`config.mk`:
```
export PLATFORM = sky130hd
export DESIGN_NAME = rkr_queue
export DESIGN_NICKNAME = d
export VERILOG_FILES = /design/src/design/rkr_queue.sv
export SDC_FILE = /design/constraint.sdc
export NUM_CORES = 1
export LEC_CHECK = 0
export BUFFER_PORTS_ARGS = -buffer_cell sky130_fd_sc_hd__buf_2
export CORE_UTILIZATION = 52
export CTS_BUF_LIST = sky130_fd_sc_hd__clkbuf_4 sky130_fd_sc_hd__clkbuf_8
export DETAILED_ROUTE_END_ITERATION = 16
export GPL_TIMING_DRIVEN = 0
export HOLD_SLACK_MARGIN = 0.1
export PLACE_DENSITY = 0.8
export SYNTH_ARGS = -nofsm -noshare
export SYNTH_HDL_FRONTEND = slang
export SYNTH_SLANG_ARGS = --single-unit
```
`constraint.sdc`:
```
create_clock -name clk -period 1.6 [get_ports clk]
set_input_delay 0.4 -clock clk [delete_from_list [all_inputs] [get_ports clk]]
set_output_delay 0.4 -clock clk [all_outputs]
set_load 0.005 [all_outputs]
```
`src/design/rkr_queue.sv`:
```
// short fifo between front and back, push and pop in the same cycle
// no package dependency; generic payload width
module rkr_queue #(
    parameter int WIDTH = 8,
    parameter int DEPTH = 2
) (
    input  logic             clk,
    input  logic             rst_n,
    input  logic             push_valid,
    output logic             push_stall,
    input  logic [WIDTH-1:0] push_data,
    output logic             pop_valid,
    input  logic             pop_stall,
    output logic [WIDTH-1:0] pop_data
);
    localparam int PTR_W = $clog2(DEPTH);
    localparam int CNT_W = $clog2(DEPTH + 1);

    logic [WIDTH-1:0] mem [DEPTH];
    logic [PTR_W-1:0] wr_ptr_reg;
    logic [PTR_W-1:0] wr_ptr_next;
    logic [PTR_W-1:0] rd_ptr_reg;
    logic [PTR_W-1:0] rd_ptr_next;
    logic [CNT_W-1:0] count_reg;
    logic [CNT_W-1:0] count_next;
    logic             push;
    logic             pop;

    // handshake on both sides
    assign push_stall = (count_reg == CNT_W'(DEPTH));
    assign pop_valid  = (count_reg != '0);
    assign push       = push_valid && !push_stall;
    assign pop        = pop_valid && !pop_stall;
    assign pop_data   = mem[rd_ptr_reg];

    // pointer and fill count update
    always_comb
    begin
        wr_ptr_next = wr_ptr_reg;
        rd_ptr_next = rd_ptr_reg;
        count_next  = count_reg;
        if (push)
        begin
            wr_ptr_next = (wr_ptr_reg == PTR_W'(DEPTH - 1)) ? '0 : wr_ptr_reg + PTR_W'(1);
        end
        if (pop)
        begin
            rd_ptr_next = (rd_ptr_reg == PTR_W'(DEPTH - 1)) ? '0 : rd_ptr_reg + PTR_W'(1);
        end
        if (push && !pop)
        begin
            count_next = count_reg + CNT_W'(1);
        end
        else if (pop && !push)
        begin
            count_next = count_reg - CNT_W'(1);
        end
    end

    always_ff @(posedge clk or negedge rst_n)
    begin
        if (!rst_n)
        begin
            wr_ptr_reg <= '0;
            rd_ptr_reg <= '0;
            count_reg  <= '0;
        end
        else
        begin
            wr_ptr_reg <= wr_ptr_next;
            rd_ptr_reg <= rd_ptr_next;
            count_reg  <= count_next;
        end
    end

    // entry storage
    always_ff @(posedge clk)
    begin
        if (push)
        begin
            mem[wr_ptr_reg] <= push_data;
        end
    end

endmodule

```
After elaboration in Yosys (flattened, before gate mapping) --
Memories as Yosys holds them, arrays and structs flattened. Cells that the tools add are included.
Word-level totals: memories 1, bits in writable memories 16, register bits after elaboration 4, output and inout port bits 10, ROM bits 0, bits in latches 0
Cells by class: bitwise gates (word level) 0, muxes and demuxes 6, equal/unequal tests 1, multiply operators 0, reductions and logical operators 10, $lt $le $gt $ge 0, divide/modulo/power cells 0, shift-type cells 0, add/subtract/negate cells 4
Memory list:
- mem | words 2, width 8, rd ports 1, clocked after Yosys merged registers in 0, write ports 1, line 19 | logic [WIDTH-1:0] mem [DEPTH];
Operators by type and width (number):
- $logic_and A1 B1 Y1 | 4
- $logic_not A1 Y1 | 4
- $mux W1 | 4
- $mux W2 | 2
- $reduce_bool A2 Y1 | 2
- $add A1 B1 Y1 const B | 2
- $add A2 B1 Y2 const B | 1
- $eq A2 B2 Y1 const B | 1
- $sub A2 B1 Y2 const B | 1

Logic depth before layout (Yosys ltp) --
depth after elaboration 7, gate-level depth with buffers 7

Worst setup path after synthesis --
No wires, ideal clock.
path type register -> register, from register count_reg[0], to memory mem[0][0] (enable), path buffers 0, setup slack 0.236 ns, cell stages (with the launch flop) 4, data required time 1.230 ns, data arrival time 0.994 ns, cell sequence dfrtp_1 -> nand2b_1 -> nand2_1 -> nor2_1
Between the ends: longest elaborated chain between the ends 5
Ends and longest elaborated chain:
- start, declared | line 24 | logic [CNT_W-1:0] count_reg;
- start signal, assigned | line 72 | count_reg <= count_next;
- $eq A2 B2 Y1 | line 30 | assign push_stall = (count_reg == CNT_W'(DEPTH));
- $logic_not A1 Y1 | line 32 | assign push = push_valid && !push_stall;
- $logic_and A1 B1 Y1 | line 32
- $mux W1 | line 79 | if (push)
- $mux W1 (implied by the code) | line 81 | mem[wr_ptr_reg] <= push_data;
- end, declared | line 19
Every way passes these cells.

Worst setup path in the final report --
from register rd_ptr_reg, to output pop_data[1]
Between the ends: longest elaborated chain between the ends 1
Ends and longest elaborated chain:
- start, declared | line 22 | logic [PTR_W-1:0] rd_ptr_reg;
- start signal, assigned | line 71 | rd_ptr_reg <= rd_ptr_next;
- $mem_v2 Z2 W8
- end, declared | line 14 | output logic [WIDTH-1:0] pop_data
Every way passes these cells.

==> impl_metrics.json <==
{
  "worstMarginPinSlew_ns": 0.384,
  "grt_pass1_wl_mm": 1.78,
  "clk_path_buf_depth": 2,
  "grt_pass1_vias": 441,
  "syn_inst": 44,
  "drc_errors": 0,
  "cts_buffers": 3,
  "drt_wl_total_mm": 1.20,
  "fmax_mhz": 589,
  "placed_cell_area_um2": 905,
  "max-cap-violations": 0,
  "diodes": 0,
  "maxSlewHeadroom": 0.744,
  "numPortBuffers": 21,
  "worstSkewPairLatency_ns": 0.30,
  "vdd_drop_max_uv": 1520,
  "viasPerCell": 4.99,
  "place_inst": 80,
  "die_area_um2": 1660,
  "final_cells": 87,
  "status": "complete, but fails checks",
  "syn_nets": 57,
  "ios": 22,
  "nNetsFinal": 86,
  "wl_met2_um": 600,
  "ant_nets": 0,
  "die_h_um": 40.8,
  "period_minus_slack_ns": 1.70,
  "drtPass1Iterations": 4,
  "met1_length_um": 524,
  "largest_reg_flops": 16,
  "failed_checks": "negative setup slack",
  "synth.yosys.seq_area_share": 0.744,
  "critical_path.startpoint_type": "register",
  "row_count": 13,
  "period_share": 1.06,
  "critPathKind": "register to primary output",
  "cts.sinks": 20,
  "path_max_fanout": 5,
  "vias": 434,
  "arrival_ns": 1.30,
  "avgSynthCellArea_um2": 17.7,
  "core_area_um2": 1350,
  "htreeDepth": 1,
  "fin_area_um2": 1080,
  "drive_gt1_frac": 0.556,
  "topRoutingLayerUsed": "met4",
  "gp_congestion": 0.627,
  "cts_tree": "done",
  "antenna_found_initial": 0,
  "synth_top_cell_by_area": "edfxtp_1",
  "yosysWarnings": 0,
  "timing_max_transition_violations_final": 0,
  "drt_iter0_drc": 3,
  "hold_viol_final": 0,
  "end_kind": "primary output",
  "root_buffer": "clkbuf_4",
  "skew_ns": 0.0117,
  "start_util": 0.578,
  "hold_class": "input pin to register",
  "track_usage": 0.170,
  "netlist_top_cells_area": "edfxtp_1, dfrtp_1, mux2_2",
  "fin_ws_ns": -0.0990,
  "final-setup-viol-count": 8,
  "place_ws_ns": 0.00343,
  "finalPower_mw": 2.03,
  "p_per_area_nw_per_um2": 1880,
  "wire_per_inst_um": 13.8,
  "grt_overflow_total": 0,
  "synth_top_area_share": 0.615,
  "fp.dieW_um": 40.8,
  "yosysUniqueCellTypes": 14,
  "rsz0062_at_grt": "yes",
  "critPathRequiredTime_ns": 1.20,
  "grt_start_max_net_pins": 13,
  "syn2layout_area_growth_pct": 38.0,
  "ys_ff_latch": 20,
  "wl_met3_um": 59,
  "power_leakage_nw": 0.469,
  "clk_pin_slew_ns": 0.11,
  "fillerInstances": 74,
  "syn_area_um2": 781
}
[worst max-delay path, cell delays in order, from the launching register on]
cell	delay (ns)
dfrtp_1	0.43
buf_6	0.15
mux2_4	0.30
buf_6	0.12
[through the flow]
| stage | TNS, ns | utilization | hold WS, ns |
|---|---|---|---|
| floorplan | 0 | - | 0.104 |
| global placement | 0 | 0.670 | 0.213 |
| detailed placement | 0 | 0.670 | 0.213 |
| CTS | -0.684 | 0.766 | 0.278 |
| global route | -1.07 | 0.798 | 0.265 |
| finish | -0.720 | 0.798 | 0.278 |
[worst paths after layout]
path,slack [ns],depth (start not counted),to,from
worst min register to register,0.52,1,count_reg[1],count_reg[1]
max in group asynchronous,1.06,2,wr_ptr_reg,rst_n
worst max register to register,0.12,6,count_reg[1],count_reg[0]
worst min-delay path,0.28,1,mem[0][5],push_data[5]
min in group asynchronous,0.41,2,count_reg[0],rst_n
worst max-delay path,-0.1,3,pop_data[1],rd_ptr_reg
[cells in the final DEF (no fill, tap or decap), types with 2 or more instances in the layout]
cell type and n:
buf_6 10, edfxtp_1 16, inv_1 2, xnor2_1 3, buf_2 13, xor2_1 2, clkbuf_4 3, mux2_4 8
dfrtp_1 4
[what timing repair did]
item	in CTS	in global routing
setup buffers	1	0
gates resized for setup	13	9
endpoints found under the setup margin	16	9
gates cloned	1	0
hold buffers	1	0
hold endpoints to repair	4	0
[cells by family after synthesis]
group,share of synthesized area
DFF,0.744
muxes,0.115
and+or+nand+nor,0.0529
xor gates and xnor gates,0.0561
buffers and inverters,0.0160
adders and majority gates,0.0160
[cells in the mapped netlist]
| cell | instances |
|---|---|
| and3_1 | 1 |
| buf_2 | 1 |
| dfrtp_1 | 4 |
| edfxtp_1 | 16 |
| ha_1 | 1 |
| inv_1 | 2 |
| mux2_2 | 8 |
| nand2_1 | 1 |
| nand2b_1 | 1 |
| nand2b_2 | 1 |
| nor2_1 | 2 |
| or2_4 | 1 |
| xnor2_1 | 3 |
| xor2_1 | 2 |
[report_power, final]
part / internal (mW) / total, mW / switching [mW] / leakage, nW
clock network: 0.253 / 0.405 / 0.151 / 0.0279
registers: 0.728 / 0.808 / 0.0800 / 0.195
logic: 0.510 / 0.817 / 0.308 / 0.246
[cell type report]
type                            instances  area (um^2)  area share
Clock inverter                          1         30.0      0.0279
Inverter                                2         7.51     0.00697
Timing Repair Buffer                   24          184       0.171
Buffer                                  1         11.3      0.0105
Clock buffer                            3         22.5      0.0209
Sequential cell                        20          581       0.539
Tap cell                               15         18.8      0.0174
Multi-Input combinational cell         21          223       0.207
[routing by layer]
layer / global-route usage / up-vias
met5: 0 / -
met3: 0.0489 / 2
met2: 0.306 / 17
met1: 0.195 / 205
met4: 0.0500 / 0
li1: - / 210
Power figures use the tool's default switching activity.
