`src/design/rkr_pkg.sv`:
```
// shared types and constants of the ring key range block
// request and result payloads, action codes, width of the classified record
// no dependencies
package rkr_pkg;

    localparam int FIELD_BITS      = 64;
    localparam int KEY_BITS_DEF    = 64;
    localparam int QUEUE_DEPTH_DEF = 2;

    // number of key-wide words in the record handed from front to back
    localparam int CLS_KEYS = 20;

    typedef enum logic [2:0] {
        ACT_SIZE      = 3'd0,
        ACT_KEY_IN    = 3'd1,
        ACT_INVERT    = 3'd2,
        ACT_INSIDE    = 3'd3,
        ACT_OVERLAP   = 3'd4,
        ACT_UNION     = 3'd5,
        ACT_MINUS     = 3'd6,
        ACT_INTERSECT = 3'd7
    } action_t;

    typedef struct packed {
        action_t               action;
        logic [FIELD_BITS-1:0] a_min;
        logic [FIELD_BITS-1:0] a_max;
        logic [FIELD_BITS-1:0] b_min;
        logic [FIELD_BITS-1:0] b_max;
        logic [FIELD_BITS-1:0] probe_key;
    } req_t;

    typedef struct packed {
        logic                  flag;
        logic [1:0]            range_count;
        logic [FIELD_BITS-1:0] first_min;
        logic [FIELD_BITS-1:0] first_max;
        logic [FIELD_BITS-1:0] second_min;
        logic [FIELD_BITS-1:0] second_max;
        logic [FIELD_BITS-1:0] key_count;
    } res_t;

    // bits of the classified record: action code plus the key-wide words
    function automatic int cls_bits(input int key_bits);
        return $bits(action_t) + CLS_KEYS * key_bits;
    endfunction

endpackage

```
`src/design/rkr_front.sv`:
```
// front end: masks the request keys and forms every ring distance the ops need
// depends on rkr_pkg; feeds rkr_queue with a flat classified record
module rkr_front #(
    parameter int KEY_BITS = rkr_pkg::KEY_BITS_DEF
) (
    input  rkr_pkg::req_t                           req,
    output logic [rkr_pkg::cls_bits(KEY_BITS)-1:0]  cls
);
    import rkr_pkg::*;

    typedef logic [KEY_BITS-1:0] key_t;

    // record layout, mirrored in rkr_back
    typedef struct packed {
        action_t action;
        key_t    a_lo;
        key_t    a_hi;
        key_t    b_lo;
        key_t    b_hi;
        key_t    a_hi_inc;
        key_t    a_lo_dec;
        key_t    b_hi_inc;
        key_t    b_lo_dec;
        key_t    key_count;
        key_t    da;        // a_hi - a_lo
        key_t    dka;       // probe - a_lo
        key_t    dbl;       // b_lo - a_lo
        key_t    dbh;       // b_hi - a_lo
        key_t    dbhp;      // b_hi + 1 - a_lo
        key_t    dblm;      // b_lo - 1 - a_lo
        key_t    db;        // b_hi - b_lo
        key_t    dal_b;     // a_lo - b_lo
        key_t    dah_b;     // a_hi - b_lo
        key_t    dah_ib;    // a_hi - (b_hi + 1)
        key_t    dal_ib;    // a_lo - (b_hi + 1)
    } cls_t;

    key_t a_lo;
    key_t a_hi;
    key_t b_lo;
    key_t b_hi;
    key_t probe;
    cls_t c;

    // keep only the low key bits of each field
    assign a_lo  = req.a_min[KEY_BITS-1:0];
    assign a_hi  = req.a_max[KEY_BITS-1:0];
    assign b_lo  = req.b_min[KEY_BITS-1:0];
    assign b_hi  = req.b_max[KEY_BITS-1:0];
    assign probe = req.probe_key[KEY_BITS-1:0];

    // neighbors of the bounds and distances from each base
    always_comb
    begin
        c.action    = req.action;
        c.a_lo      = a_lo;
        c.a_hi      = a_hi;
        c.b_lo      = b_lo;
        c.b_hi      = b_hi;
        c.a_hi_inc  = a_hi + key_t'(1);
        c.a_lo_dec  = a_lo - key_t'(1);
        c.b_hi_inc  = b_hi + key_t'(1);
        c.b_lo_dec  = b_lo - key_t'(1);
        c.key_count = a_hi - a_lo + key_t'(1);
        c.da        = a_hi - a_lo;
        c.dka       = probe - a_lo;
        c.dbl       = b_lo - a_lo;
        c.dbh       = b_hi - a_lo;
        c.dbhp      = b_hi - a_lo + key_t'(1);
        c.dblm      = b_lo + ~a_lo;
        c.db        = b_hi - b_lo;
        c.dal_b     = a_lo - b_lo;
        c.dah_b     = a_hi - b_lo;
        c.dah_ib    = a_hi + ~b_hi;
        c.dal_ib    = a_lo + ~b_hi;
    end

    assign cls = c;

endmodule

```
`config.mk`:
```
export PLATFORM = sky130hd
export DESIGN_NAME = rkr_front
export DESIGN_NICKNAME = d
export VERILOG_FILES = /design/src/design/rkr_pkg.sv /design/src/design/rkr_front.sv
export SDC_FILE = /design/constraint.sdc
export NUM_CORES = 2
export LEC_CHECK = 0
export BUFFER_PORTS_ARGS = -buffer_cell sky130_fd_sc_hd__buf_4
export CAP_MARGIN = 20
export CORE_AREA = 8 8 615 617
export DETAILED_ROUTE_END_ITERATION = 8
export DIE_AREA = 0 0 623 625
export PLACE_DENSITY = 0.34
export SYNTH_ARGS = -nofsm -noshare
export SYNTH_HDL_FRONTEND = slang
export SYNTH_SLANG_ARGS = --single-unit
export TNS_END_PERCENT = 10
```
`constraint.sdc`:
```
create_clock -name vclk -period 8.3
set_clock_uncertainty 0.15 [all_clocks]
set_input_delay 0.415 -clock vclk [all_inputs]
set_output_delay 0.415 -clock vclk [all_outputs]
set_load 0.02 [all_outputs]
```
Yosys cells after proc, flatten, opt, wreduce, memory -nomap -nowiden --
Cells that the tools add are included.
Cells by class: bitwise logic cells 2, add/subtract/negate cells 16
Operators with widths (count):
- 64-bit subtractor | 7
- 64-bit by 1-bit adder with 64-bit output (second input constant) | 4
- 64-bit adder | 3
- 64-bit NOT | 2
- 64-bit by 1-bit subtractor with 64-bit output (second input constant) | 2
Word-level totals: word-level logic and storage cells 18, register bits after elaboration 0, input bits 323, output and inout bits 1283

Longest topological paths before layout --
depth after elaboration 2, depth in mapped cells 18

Least setup slack after synthesis --
Ideal clock, no wire load.
path type input port to output port, from input port req[64] (netlist bit), to output port cls[440] (netlist bit), path buffers 0, data required time 7.735 ns, data arrival time 4.671 ns, path slack 3.064 ns, stages on the path 16, cell sequence inv_1 -> ha_1 -> inv_1 -> fa_1 -> a21o_1 -> a211oi_2 -> o21ba_2 -> a2bb2oi_4 -> a2111oi_4 -> o2111ai_1 -> nand3_1 -> a311oi_1 -> and3_1 -> nand2_1 -> nor4_2 -> xor2_1
On the way: cells in the longest elaborated chain, start to end 2
Ends and longest elaborated chain:
- from (decl) | RTL line rkr_front.sv:6 | input rkr_pkg::req_t req,
- 64-bit subtractor
- named net cls (one bit) | RTL line rkr_front.sv:7 | output logic [rkr_pkg::cls_bits(KEY_BITS)-1:0] cls
- 64-bit by 1-bit adder with 64-bit output | RTL line rkr_front.sv:69 | c.dbhp = b_hi - a_lo + key_t'(1);
- to (decl) | RTL line rkr_front.sv:7
The timed path passes the listed nets, and every way through them passes these cells.

Worst setup path after layout --
from input port req[93] (netlist bit), to output port cls[447] (netlist bit)
On the way: cells in the longest elaborated chain, start to end 2
Ends and longest elaborated chain (RTL line):
- 64-bit subtractor | rkr_front.sv:69
- 64-bit by 1-bit adder with 64-bit output | rkr_front.sv:69
Every way passes these cells.

==> results.rst <==
.. list-table::
   :header-rows: 1

   * - Metric
     - Value
   * - Drt pass-1 iters
     - 6
   * - Critical path type
     - input port to output port
   * - Yosys warning count
     - 0
   * - Number of cells produced by synthesis
     - about 6,700
   * - Sort of element at the start of the critical path
     - input port
   * - Ratio of cells with drive above 1 in the final layout
     - 0.2383
   * - Post-DR vias/cell
     - 4.691
   * - Hold path startpoint
     - req[321]
   * - DIE HEIGHT
     - between 600 and 700 µm
   * - Top-area cell type share of the netlist area
     - 0.1611
   * - Final Slew Violations
     - 0
   * - Number of inserted filler cells in the final layout
     - approximately 43,000
   * - Class of the tightest hold or removal check
     - input port to output port
   * - Final-report hold violation count
     - 0
   * - TNS Setup
     - 0 ns
   * - Worst relative slew slack
     - 0.1697
   * - Arrival time at the worst endpoint
     - 6.37 ns
   * - Via count of the routed design
     - around 60,000
   * - Category of the worst setup path capture point
     - output port
   * - Antenna violations before repair
     - 167
   * - Drt first-iter violations
     - around 5,400
   * - First element of the critical path
     - req[93]
   * - Top fanout value on the critical path
     - 12
   * - Worst Hold Depth
     - 0
   * - Number of nets in the synthesized netlist
     - 7,554
   * - Cell accounting for the most synthesized area
     - sky130_fd_sc_hd__ha_1
   * - Shortest period the worst path allows
     - approximately 6.9 ns
   * - Part of the cycle the worst path needs
     - 0.8359
   * - HPWL after detailed placement
     - about 500,000 µm
   * - Least-Margin Pin Slew
     - 1.236 ns
   * - I/O pin total
     - around 1,600
   * - # nets final
     - ~8,800
   * - Post-synthesis instance area
     - 44,420 µm²
   * - Overall routing resource usage
     - 0.2604
   * - Maximum Capacitance Violations
     - 0
   * - GPL Wtd Cong
     - between 0.9 and 1
   * - Post-DRT Antenna Nets
     - 0
   * - Wire per inst
     - 42.17 µm
   * - Avg Inst Size Synth
     - approximately 6.7 µm²
   * - FP Rows
     - 223
   * - Area of the core region
     - 367,700 µm²
   * - Synth area leaders
     - sky130_fd_sc_hd__ha_1 16%, sky130_fd_sc_hd__xnor2_1 13%, sky130_fd_sc_hd__a21oi_1 8.6%
   * - Wirelength, routed
     - 540,300 µm
   * - WP data required
     - just under 8 ns
   * - Initial core utilization
     - 0.1208
   * - Die Area
     - approximately 390,000 µm²
   * - Setup violators final
     - 0
   * - Share of the yosys chip area belonging to registers
     - 0
   * - Combined flip-flop and latch cell area
     - 0 µm²
   * - Die Wd
     - 623 µm
   * - First-pass GRT wire length
     - between 600,000 and 700,000 µm
   * - Port-buffer cells
     - about 1,600
   * - Clock Buffer Count
     - 0
   * - Vias in the first global route
     - 59,729
   * - Number of gates resized after cts
     - 0
   * - Count of different cell masters after synthesis
     - between 100 and 150
   * - Most frequent cell after synthesis
     - sky130_fd_sc_hd__a21oi_1
   * - Number of hold buffers added after CTS
     - 0
   * - Residual overflow from global routing
     - 0
   * - Highest achievable clock rate
     - between 0.1 and 0.15 GHz
   * - Ranking of synthesized cells by instance count
     - 766 x sky130_fd_sc_hd__a21oi_1, 671 x sky130_fd_sc_hd__xnor2_1, 572 x sky130_fd_sc_hd__ha_1
   * - Number of sequential cells in the layout
     - 0
   * - Status
     - completed
   * - Maximum number of pins on one net before global-route repair
     - 17
   * - Unrepaired setup endpoints after global routing
     - no
   * - Number of remaining DRC errors
     - 0
   * - Relative area change from synthesis to final layout
     - 36.98%
   * - Postcts setup bufs
     - 0
-- cells in the final DEF, fill, tap and decap left out, types with 62 or more instances in the layout --
cell type and count:
sky130_fd_sc_hd__a21o_1 331, sky130_fd_sc_hd__a21oi_1 766, sky130_fd_sc_hd__and3_1 73, sky130_fd_sc_hd__buf_4 1725, sky130_fd_sc_hd__diode_2 64, sky130_fd_sc_hd__ha_1 572
sky130_fd_sc_hd__inv_1 408, sky130_fd_sc_hd__nand2_1 553, sky130_fd_sc_hd__nand2b_1 62, sky130_fd_sc_hd__nand3_1 193, sky130_fd_sc_hd__nand4_1 174, sky130_fd_sc_hd__nor2_1 461
sky130_fd_sc_hd__nor2b_1 62, sky130_fd_sc_hd__nor3_1 179, sky130_fd_sc_hd__o21a_1 73, sky130_fd_sc_hd__o21ai_0 443, sky130_fd_sc_hd__o21bai_1 149, sky130_fd_sc_hd__xnor2_1 671
sky130_fd_sc_hd__xor2_1 247
-- per-layer routing --
| metal | share of wire | wire length [µm] | track usage | up-vias |
|---|---|---|---|---|
| li1 | - | - | - | 26379 |
| met1 | 0.43 | 233300 | 0.3297 | 30399 |
| met4 | 0.056 | 30380 | 0.1187 | 56 |
| met3 | 0.078 | 41950 | 0.07392 | 497 |
| met2 | 0.43 | 234400 | 0.4083 | 2782 |
| met5 | 0.00067 | 360 | 0 | - |
-- layout make-up --
class,instances,area [µm²],area share
multi-input combinational,5768,40090,0.6589
inverter,414,1554,0.02554
timing repair buffer,1731,12990,0.2134
tap,4837,6052,0.09947
antenna,64,160.2,0.002632
-- critical path: stages --
cell                      delay (ns)
sky130_fd_sc_hd__buf_4          0.30
sky130_fd_sc_hd__inv_1          0.29
sky130_fd_sc_hd__ha_1           0.71
sky130_fd_sc_hd__nand4_1        0.26
sky130_fd_sc_hd__or3_1          0.46
sky130_fd_sc_hd__nor2_1         0.30
sky130_fd_sc_hd__nand2_1        0.22
sky130_fd_sc_hd__o21ai_0        0.87
sky130_fd_sc_hd__nor4_1         0.16
sky130_fd_sc_hd__o31ai_1        0.30
sky130_fd_sc_hd__xor2_1         0.64
sky130_fd_sc_hd__nand3_1        0.24
sky130_fd_sc_hd__nor4_4         0.58
sky130_fd_sc_hd__nand4_1        0.22
sky130_fd_sc_hd__xnor2_1        0.20
sky130_fd_sc_hd__buf_4          0.17
-- stage by stage --
| stage | instances | hold slack, ns | setup slack, ns | instance area [µm²] | util |
|---|---|---|---|---|---|
| 2_1_floorplan | 6651 | 0.7758 | 3.064 | 44420 | - |
| 3_3_place_gp | 12743 | 0.6801 | 0.9312 | 60630 | 0.1649 |
| 3_5_place_dp | 12749 | 0.6801 | 1.263 | 60680 | 0.1650 |
| 4_1_cts | 12749 | 0.6801 | 1.258 | 60680 | 0.1650 |
| 5_1_grt | 12766 | 0.6800 | 1.148 | 60720 | 0.1651 |
| 6_report | 12814 | 0.6800 | 1.362 | 60840 | 0.1654 |
-- worst paths after layout --
check	to	slack (ns)
setup / recovery	cls[447]	1.36
hold / removal	cls[1281]	0.68
-- cell families (layout without fill, tap and decap cells) --
group	Yosys count	in the layout	share of synthesized area
AND/OR/NAND/NOR	2057	2057	0.2358
adder cells (fa/ha/maj)	580	580	0.1647
buffers and inverters	883	2145	0.09854
XOR/XNOR	924	924	0.1835
multiplexers	11	11	0.002620
other	0	64	0
AO/OA/AOI/OAI	2196	2196	0.3148
