--- src/design/rkr_pkg.sv ---
// shared types and constants of the ring key range block
// request and result payloads, action codes, width of the classified record
// no dependencies
package rkr_pkg;

    localparam int FIELD_BITS      = 64;
    localparam int KEY_BITS_DEF    = 64;
    localparam int QUEUE_DEPTH_DEF = 2;

    // number of key-wide words in the record handed from front to back
    localparam int CLS_KEYS = 20;

    typedef enum logic [2:0] {
        ACT_SIZE      = 3'd0,
        ACT_KEY_IN    = 3'd1,
        ACT_INVERT    = 3'd2,
        ACT_INSIDE    = 3'd3,
        ACT_OVERLAP   = 3'd4,
        ACT_UNION     = 3'd5,
        ACT_MINUS     = 3'd6,
        ACT_INTERSECT = 3'd7
    } action_t;

    typedef struct packed {
        action_t               action;
        logic [FIELD_BITS-1:0] a_min;
        logic [FIELD_BITS-1:0] a_max;
        logic [FIELD_BITS-1:0] b_min;
        logic [FIELD_BITS-1:0] b_max;
        logic [FIELD_BITS-1:0] probe_key;
    } req_t;

    typedef struct packed {
        logic                  flag;
        logic [1:0]            range_count;
        logic [FIELD_BITS-1:0] first_min;
        logic [FIELD_BITS-1:0] first_max;
        logic [FIELD_BITS-1:0] second_min;
        logic [FIELD_BITS-1:0] second_max;
        logic [FIELD_BITS-1:0] key_count;
    } res_t;

    // bits of the classified record: action code plus the key-wide words
    function automatic int cls_bits(input int key_bits);
        return $bits(action_t) + CLS_KEYS * key_bits;
    endfunction

endpackage

--- src/design/rkr_back.sv ---
// back end: compares the distances, picks the result ranges, holds the result
// depends on rkr_pkg; takes the classified record from rkr_queue
module rkr_back #(
    parameter int KEY_BITS = rkr_pkg::KEY_BITS_DEF
) (
    input  logic                                    clk,
    input  logic                                    rst_n,
    input  logic                                    cls_valid,
    output logic                                    cls_stall,
    input  logic [rkr_pkg::cls_bits(KEY_BITS)-1:0]  cls,
    output logic                                    res_valid,
    input  logic                                    res_stall,
    output rkr_pkg::res_t                           res
);
    import rkr_pkg::*;

    typedef logic [KEY_BITS-1:0] key_t;

    // record layout, mirrored in rkr_front
    typedef struct packed {
        action_t action;
        key_t    a_lo;
        key_t    a_hi;
        key_t    b_lo;
        key_t    b_hi;
        key_t    a_hi_inc;
        key_t    a_lo_dec;
        key_t    b_hi_inc;
        key_t    b_lo_dec;
        key_t    key_count;
        key_t    da;
        key_t    dka;
        key_t    dbl;
        key_t    dbh;
        key_t    dbhp;
        key_t    dblm;
        key_t    db;
        key_t    dal_b;
        key_t    dah_b;
        key_t    dah_ib;
        key_t    dal_ib;
    } cls_t;

    cls_t       c;
    logic       full_a;
    logic       full_b;
    logic       key_in_a;
    logic       b_in_a;
    logic       a_in_inv_b;
    logic       ring_cover;
    logic       b_after_a;
    logic       a_after_b;
    key_t       dl;
    key_t       dh;
    key_t       after_b;
    key_t       before_b;
    logic [1:0] d_cnt;
    key_t       d_r1_lo;
    key_t       d_r1_hi;
    key_t       d_r2_lo;
    key_t       d_r2_hi;
    logic       flag;
    logic [1:0] cnt;
    key_t       r1_lo;
    key_t       r1_hi;
    key_t       r2_lo;
    key_t       r2_hi;
    res_t       res_next;
    res_t       res_reg;
    logic       res_valid_reg;

    assign c = cls_t'(cls);

    // range shape and position tests
    assign full_a   = (c.da == '1);
    assign full_b   = (c.db == '1);
    assign key_in_a = (c.dka <= c.da);
    assign b_in_a   = full_a || !((c.dbh < c.dbl) || (c.da < c.dbl) || (c.da < c.dbh));
    // a inside the complement of b, meaningful when b is not full
    assign a_in_inv_b = !((c.dah_ib < c.dal_ib) || (~c.db <= c.dal_ib)
                          || (~c.db <= c.dah_ib));
    // complement of b inside a, so a and b cover the ring; meaningful when neither is full
    assign ring_cover = !((c.dblm < c.dbhp) || (c.da < c.dbhp) || (c.da < c.dblm));
    assign b_after_a = (c.dbl > c.da);
    assign a_after_b = (c.dal_b > c.db);

    // difference operands: b itself, or the complement of b for intersect
    always_comb
    begin
        if (c.action == ACT_INTERSECT)
        begin
            dl       = c.dbhp;
            dh       = c.dblm;
            after_b  = c.b_lo;
            before_b = c.b_hi;
        end
        else
        begin
            dl       = c.dbl;
            dh       = c.dbh;
            after_b  = c.b_hi_inc;
            before_b = c.b_lo_dec;
        end
    end

    // a minus the chosen range
    always_comb
    begin
        d_cnt   = 2'd0;
        d_r1_lo = '0;
        d_r1_hi = '0;
        d_r2_lo = '0;
        d_r2_hi = '0;
        if (dh < dl)
        begin
            // subtracted range wraps past the start of a
            if (c.da > dh)
            begin
                d_cnt   = 2'd1;
                d_r1_lo = after_b;
                d_r1_hi = (c.da < dl) ? c.a_hi : before_b;
            end
        end
        else if (c.da < dl)
        begin
            d_cnt   = 2'd1;
            d_r1_lo = c.a_lo;
            d_r1_hi = c.a_hi;
        end
        else if (dl == '0)
        begin
            // both ranges start together
            if (c.da > dh)
            begin
                d_cnt   = 2'd1;
                d_r1_lo = after_b;
                d_r1_hi = c.a_hi;
            end
        end
        else
        begin
            d_cnt   = 2'd1;
            d_r1_lo = c.a_lo;
            d_r1_hi = before_b;
            if (c.da > dh)
            begin
                d_cnt   = 2'd2;
                d_r2_lo = after_b;
                d_r2_hi = c.a_hi;
            end
        end
    end

    // result selection per action
    always_comb
    begin
        flag  = 1'b0;
        cnt   = 2'd0;
        r1_lo = '0;
        r1_hi = '0;
        r2_lo = '0;
        r2_hi = '0;
        case (c.action)
            ACT_KEY_IN:
            begin
                flag = key_in_a;
            end
            ACT_INVERT:
            begin
                if (!full_a)
                begin
                    flag  = 1'b1;
                    cnt   = 2'd1;
                    r1_lo = c.a_hi_inc;
                    r1_hi = c.a_lo_dec;
                end
            end
            ACT_INSIDE:
            begin
                flag = b_in_a;
            end
            ACT_OVERLAP:
            begin
                flag = full_b || !a_in_inv_b;
            end
            ACT_UNION:
            begin
                cnt = 2'd1;
                if (full_a)
                begin
                    r1_lo = c.a_lo;
                    r1_hi = c.a_hi;
                end
                else if (full_b)
                begin
                    r1_lo = c.b_lo;
                    r1_hi = c.b_hi;
                end
                else if (!b_after_a)
                begin
                    // b starts inside a
                    if (ring_cover)
                    begin
                        r1_lo = '0;
                        r1_hi = '1;
                    end
                    else if (c.da < c.dbh)
                    begin
                        r1_lo = c.a_lo;
                        r1_hi = c.b_hi;
                    end
                    else
                    begin
                        r1_lo = c.a_lo;
                        r1_hi = c.a_hi;
                    end
                end
                else if (a_after_b)
                begin
                    // disjoint ranges come back as they are
                    cnt   = 2'd2;
                    r1_lo = c.a_lo;
                    r1_hi = c.a_hi;
                    r2_lo = c.b_lo;
                    r2_hi = c.b_hi;
                end
                else
                begin
                    // a starts inside b
                    if (ring_cover)
                    begin
                        r1_lo = '0;
                        r1_hi = '1;
                    end
                    else if (c.db < c.dah_b)
                    begin
                        r1_lo = c.b_lo;
                        r1_hi = c.a_hi;
                    end
                    else
                    begin
                        r1_lo = c.b_lo;
                        r1_hi = c.b_hi;
                    end
                end
            end
            ACT_MINUS:
            begin
                if (!full_b)
                begin
                    cnt   = d_cnt;
                    r1_lo = d_r1_lo;
                    r1_hi = d_r1_hi;
                    r2_lo = d_r2_lo;
                    r2_hi = d_r2_hi;
                end
            end
            ACT_INTERSECT:
            begin
                if (full_b)
                begin
                    cnt   = 2'd1;
                    r1_lo = c.a_lo;
                    r1_hi = c.a_hi;
                end
                else
                begin
                    cnt   = d_cnt;
                    r1_lo = d_r1_lo;
                    r1_hi = d_r1_hi;
                    r2_lo = d_r2_lo;
                    r2_hi = d_r2_hi;
                end
            end
            default:
            begin
                flag = 1'b0;
            end
        endcase
    end

    // widen to the result fields
    always_comb
    begin
        res_next.flag        = flag;
        res_next.range_count = cnt;
        res_next.first_min   = FIELD_BITS'(r1_lo);
        res_next.first_max   = FIELD_BITS'(r1_hi);
        res_next.second_min  = FIELD_BITS'(r2_lo);
        res_next.second_max  = FIELD_BITS'(r2_hi);
        res_next.key_count   = FIELD_BITS'(c.key_count);
    end

    // output register, refilled whenever it is empty or being taken
    assign cls_stall = res_valid_reg && res_stall;

    always_ff @(posedge clk or negedge rst_n)
    begin
        if (!rst_n)
        begin
            res_valid_reg <= 1'b0;
        end
        else if (!cls_stall)
        begin
            res_valid_reg <= cls_valid;
        end
    end

    always_ff @(posedge clk)
    begin
        if (cls_valid && !cls_stall)
        begin
            res_reg <= res_next;
        end
    end

    assign res_valid = res_valid_reg;
    assign res       = res_reg;

endmodule

--- config.mk ---
export PLATFORM = sky130hd
export DESIGN_NAME = rkr_back
export DESIGN_NICKNAME = d
export VERILOG_FILES = /design/src/design/rkr_pkg.sv /design/src/design/rkr_back.sv
export SDC_FILE = /design/constraint.sdc
export NUM_CORES = 2
export LEC_CHECK = 0
export BUFFER_PORTS_ARGS = -buffer_cell sky130_fd_sc_hd__buf_2
export CAP_MARGIN = 20
export CORE_AREA = 2 2 634 636
export DETAILED_ROUTE_END_ITERATION = 12
export DIE_AREA = 0 0 636 638
export HOLD_SLACK_MARGIN = 0.1
export MAX_ROUTING_LAYER = met4
export PLACE_DENSITY_LB_ADDON = 0.3
export SETUP_SLACK_MARGIN = 0.05
export SLEW_MARGIN = 15
export SYNTH_ARGS = -nofsm -noshare
export SYNTH_HDL_FRONTEND = slang
export SYNTH_SLANG_ARGS = --single-unit
--- constraint.sdc ---
create_clock -name clk -period 23.4 [get_ports clk]
set_input_delay 4.68 -clock clk [delete_from_list [all_inputs] [get_ports clk]]
set_output_delay 4.68 -clock clk [all_outputs]
set_load 0.005 [all_outputs]
* Yosys cells after proc, flatten, opt, wreduce, memory -nomap -nowiden *
Cells that the tools add are included.

operators by class
  equality and inequality tests = 9
  reduce and logical (&&, ||, !) cells = 14
  muxes and demuxes = 69
  magnitude comparators = 16
  bitwise operators = 1

operators by type and width
  kind                    number
  $mux W64                50
  $lt A64 B64 Y1          10
  $pmux W64 S4            2
  $pmux W64 S2            2
  $gt A64 B64 Y1          3
  $le A64 B64 Y1          3
  $eq A64 B64 Y1 const B  2
  $logic_not A64 Y1       1
  $not A64 Y64            1
  $mux W2                 10
  $eq A3 B3 Y1 const B    4
  $logic_or A1 B1 Y1      8
  $pmux W2 S4             1
  $eq A3 B2 Y1 const B    2
  $pmux W1 S4             1
  $eq A3 B1 Y1 const B    1
  $mux W1                 3
  $logic_and A1 B1 Y1     2
  $logic_not A1 Y1        2
  $reduce_or A2 Y1        1

word-level totals
  output and inout bits = 325
  logic and storage cells = 117
  register bits = 324
  input bits = 1287

* Logic depth before layout (Yosys ltp) *
  depth after elaboration = 9
  gate-level depth with buffers = 23
  gate-level depth less buffers = 17

* Worst setup path before layout *
Ideal clock, no wire load.

  path type = input-to-reg
  from = input port res_stall
  to = register res_reg (netlist bit res[0]) (enable)
  library setup time = 1.053 ns
  arrival time = 19.086 ns
  cell stages on the path = 2
  setup slack = 3.261 ns
  buffers on the path = 0
  data required time = 22.347 ns
  cell sequence = and2_1 -> nor2b_1

between the ends
  longest elaborated chain between the ends = 3

RTL lines
  element               line             RTL
  from (decl)           rkr_back.sv:12   input logic res_stall,
  $logic_and A1 B1 Y1   rkr_back.sv:295  assign cls_stall = res_valid_reg && res_stall;
  $logic_not A1 Y1      rkr_back.sv:311  if (cls_valid && !cls_stall)
  $logic_and A1 B1 Y1   rkr_back.sv:311
  to (signal assigned)  rkr_back.sv:313  res_reg <= res_next;
  to (decl)             rkr_back.sv:69   res_t res_reg;

No other way between the ends.
A chain may end at the register's enable or synchronous reset.

* Worst setup path in the final report *
  from = input port cls[1282] (netlist name)
  to = register res_reg (netlist bit res[203]) (data pin)

between the ends
  longest elaborated chain between the ends = 9
  elaborated cells on any way between the ends = 20
  classes of those cells = order compare: 3; eq/ne: 4; mux: 12; reduce/logical: 1

RTL lines
  element                             line                              RTL
  from (decl)                         rkr_back.sv:10                    input logic [rkr_pkg::cls_bits(KEY_BITS)-1:0] cls,
  $eq A3 B3 Y1                        rkr_back.sv:90, rkr_back.sv:163
  $mux W64                            rkr_back.sv:90                    if (c.action == ACT_INTERSECT)
  $gt A64 B64 Y1                      rkr_back.sv:117, rkr_back.sv:133
  $mux W64                            rkr_back.sv:133                   if (c.da > dh)
  $mux W64                            rkr_back.sv:130                   else if (dl == '0)
  $mux W64                            rkr_back.sv:124                   else if (c.da < dl)
  $mux W64                            rkr_back.sv:114                   if (dh < dl)
  $mux W64, on equally long branches  rkr_back.sv:260, rkr_back.sv:249
  $pmux W64 S4 *                      rkr_back.sv:163                   case (c.action)
  named net r1_hi[11]                 rkr_back.sv:65                    key_t r1_hi;

The timed path passes the listed nets; every way through them passes the cells marked *.

==> results.py <==
metrics = {
    "clock_network": {
        "cts-hold-fix-buffers": 0,
        "post_cts_resize_count": 0,
        "clockBufferDepth": 3,
        "postCtsSetupRepairBufs": 0,
        "insertion_delay_ps": 650,
        "cts_sinks": 324,
        "cts-htree-levels": 2,
        "clk_pin_slew_ps": 70,
        "cts_buffers": 46,
        "cts_root_buf": "clkbuf_16",
        "cts_tree": "yes",
    },
    "synthesis": {
        "ys_top_cells_by_count": "951 x ha_1, 669 x inv_1, 450 x a21oi_1",
        "synth.distinct_cells": 77,
        "synth-simple-area-share_pct": 15.9,
        "ys_seq_area_share_pct": 22.9,
        "yosys_register_bits": 324,
        "synthAdderAreaFrac_pct": 28.0,
        "yosysMostFrequentCell": "ha_1",
        "yosys.area_share.xor_xnor_pct": 0.0206,
        "yosysWarnings": 0,
        "syn-num-nets": 7215,
        "avgSynthCellArea_sq_um": 8.55,
        "syn_inst": 4977,
        "synth.top_cells.by_area": "ha_1 28%, edfxtp_1 23%, inv_1 5.9%",
        "synth_compound_area_share_pct": 24.8,
        "synth_flop_cell": "edfxtp_1",
        "yosys.area.top_type": "ha_1",
        "muxShareOfSynthArea_pct": 0.591,
        "synthesis.area_sq_um": 42500,
        "async_reset_ff_share_pct": 0.309,
        "synth_top_family_by_area": "adder cells",
        "synth.top_cell.area_share_pct": 28.0,
        "synth-edff-count": 323,
    },
    "timing": {
        "rsz0062_at_grt": "false",
        "hold_viol_final": 0,
        "maxSlewViolCount": 0,
        "tightest_slew_ps": 1340,
        "relSlewSlack_pct": 9.89,
        "fin_crit_ps": 12380,
        "fmax_mhz": 80.7,
        "finalSetupViolCount": 0,
        "finClkSkew_ps": 22.0,
        "finalSetupTns_ps": 0,
        "finalCritPeriodShare_pct": 52.9,
    },
    "setup_path": {
        "crit_slowest_cell": "and3_4",
        "path_buf_inv": 8,
        "crit_family": "buffers and inverters",
        "start_kind": "input port",
        "path_cells": "buf_2 > buf_4 > and3_4 > buf_4 > buf_4 > buf_4 > a21o_1 > inv_1 > ha_1 > nand4_1 > nor4_1 > nand4_1 > nor4b_1 > a21oi_1 > nor2_4 > buf_4 > inv_1 > a31oi_2 > nand3_4 > a221o_1",
        "crit_path_end_kind": "register",
        "crit_top_cell": "buf_4",
        "crit_arrival_ps": 12780,
        "crit_required_ps": 23800,
        "worst-setup-path-type": "input port to register",
        "cp_max_fo": 65,
        "cp_slowest_stage_delay_ps": 730,
    },
    "worst_hold_path": {
        "hp-class": "register to register",
    },
    "route": {
        "first_pass_iters": 5,
        "drtIter0Drc": 4683,
        "wirelength_mm": 408,
        "drc": 0,
        "drt-wirelength-per-cell_microns": 33.8,
        "final_antenna_net_count": 0,
        "vias": 50100,
        "vias_per_cell": 4.15,
    },
    "finish": {
        "fill_cells": 45900,
        "drive_gt1_share_pct": 27.7,
        "largest_reg_flops": 323,
        "fin_cells": 12100,
        "multi_input_area_sq_um": 29700,
        "seq_area_sq_um": 9720,
        "fin_area_sq_um": 59200,
        "syn_to_final_growth_pct": 39.1,
        "fin_nets": 8735,
    },
    "placed_design": {
        "hpwlAfterDp_mm": 360,
        "port_buffers": 1611,
        "place.gp.congestion": 0.997,
        "place_area_sq_um": 57100,
        "place_inst": 11700,
    },
    "grt": {
        "antenna_found_initial": 358,
        "grt_use_total_pct": 19.8,
        "grt_pass1_vias": 48000,
        "overflow": 0,
        "grt_start_max_net_pins": 107,
        "grt_first_pass_wirelength_mm": 513,
    },
    "power_and_ir_drop": {
        "intPower_w": 0.00143,
        "irDropWorstVdd_mv": 0.0482,
        "leakage_nw": 27.5,
        "power_density_nw_per_um2": 41.4,
        "swShare_pct": 41.5,
        "total_switching_power_w": 0.00102,
        "seq_power_share_pct": 29.0,
        "p_comb_share_pct": 41.9,
        "p_clk_share_pct": 29.2,
    },
    "run": {
        "maxCapViolations": 0,
    },
    "die": {
        "dieArea_sq_um": 406000,
        "rows": 232,
        "die_h_microns": 638,
        "start_util_pct": 10.7,
        "num_io_pins": 1612,
        "core_sq_um": 399000,
        "die_w_microns": 636,
    },
    "run_status": {
        "status": "completed",
    },
}
==> worst register-to-register path, stage by stage (launching register included) <==
cell	delay, ps
dfrtp_1	360
and2_1	200
nor2b_4	660
buf_4	830
buf_4	800
buf_4	840
buf_4	880
==> stage by stage <==
step           hold slack, ps  setup slack (ps)  power (W)  util [%]
6_report                  690             11020    0.00245      14.8
5_1_grt                   715             10590    0.00258      14.8
4_1_cts                   698             11100    0.00247      14.7
3_5_place_dp              685             10390    0.00174      14.3
3_3_place_gp              682             10490    0.00174      14.3
2_1_floorplan             639              3260    0.00119         -
==> layer usage <==
layer	track usage [%]	vias up	wire length, microns
met5	-	-	0
met4	12.0	0	28200
met3	7.28	783	40000
met2	31.0	2705	186000
met1	21.3	24200	154000
li1	-	22500	-
==> final timing paths <==
kind / from / endpoint / slack (ps) / cells past startpoint
setup / recovery: cls[1282] / res[203] / 11020 / 20
hold reg to reg: res_valid / res_valid / 690 / 2
max in group asynchronous: rst_n / res_valid / 19500 / 1
min in group asynchronous: rst_n / res_valid / 3810 / 1
hold / removal: res_valid / res_valid / 690 / 2
setup reg to reg: res_valid / res[172] / 18380 / 6
==> cell families (layout without fill, tap and decap cells) <==
group,count (synthesis),in the layout
compound gates,1502,1502
simple gates,1304,1304
fa+ha+maj,951,951
buf+inv,870,2421
flops,324,324
mux,25,25
xor+xnor,1,1
other cells,0,278
==> cell usage in the layout (no fill, tap or decap), types with 60 or more instances in the layout <==
cell,n
inv_1,669
nor2_1,217
edfxtp_1,323
ha_1,951
nand3_1,155
nand4_1,280
a21o_1,162
diode_2,278
a221o_1,128
o21ai_0,170
buf_2,1612
nand2_1,301
a22o_1,86
a21oi_1,449
or3_1,68
buf_4,60
nor4_1,63
==> area by class of cell <==
class / instances / share of cell area [%]
multi-input combinational: 3783 / 50.2
sequential: 324 / 16.4
timing repair buffer: 1673 / 14.4
tap: 5265 / 11.1
inverter: 669 / 4.24
clock buffer: 55 / 2.00
antenna: 278 / 1.18
clock inverter: 24 / 0.389
==> power by group through the flow <==
stage               clock network, W  registers, W  logic [W]
finish                      0.000715      0.000710    0.00103
global route                0.000752      0.000712    0.00112
CTS                         0.000740      0.000710    0.00102
detailed placement                 0      0.000720    0.00102
global placement                   0      0.000722    0.00102
floorplan                          0      0.000731   0.000456
No activity file was read; power rests on OpenSTA's default activity.
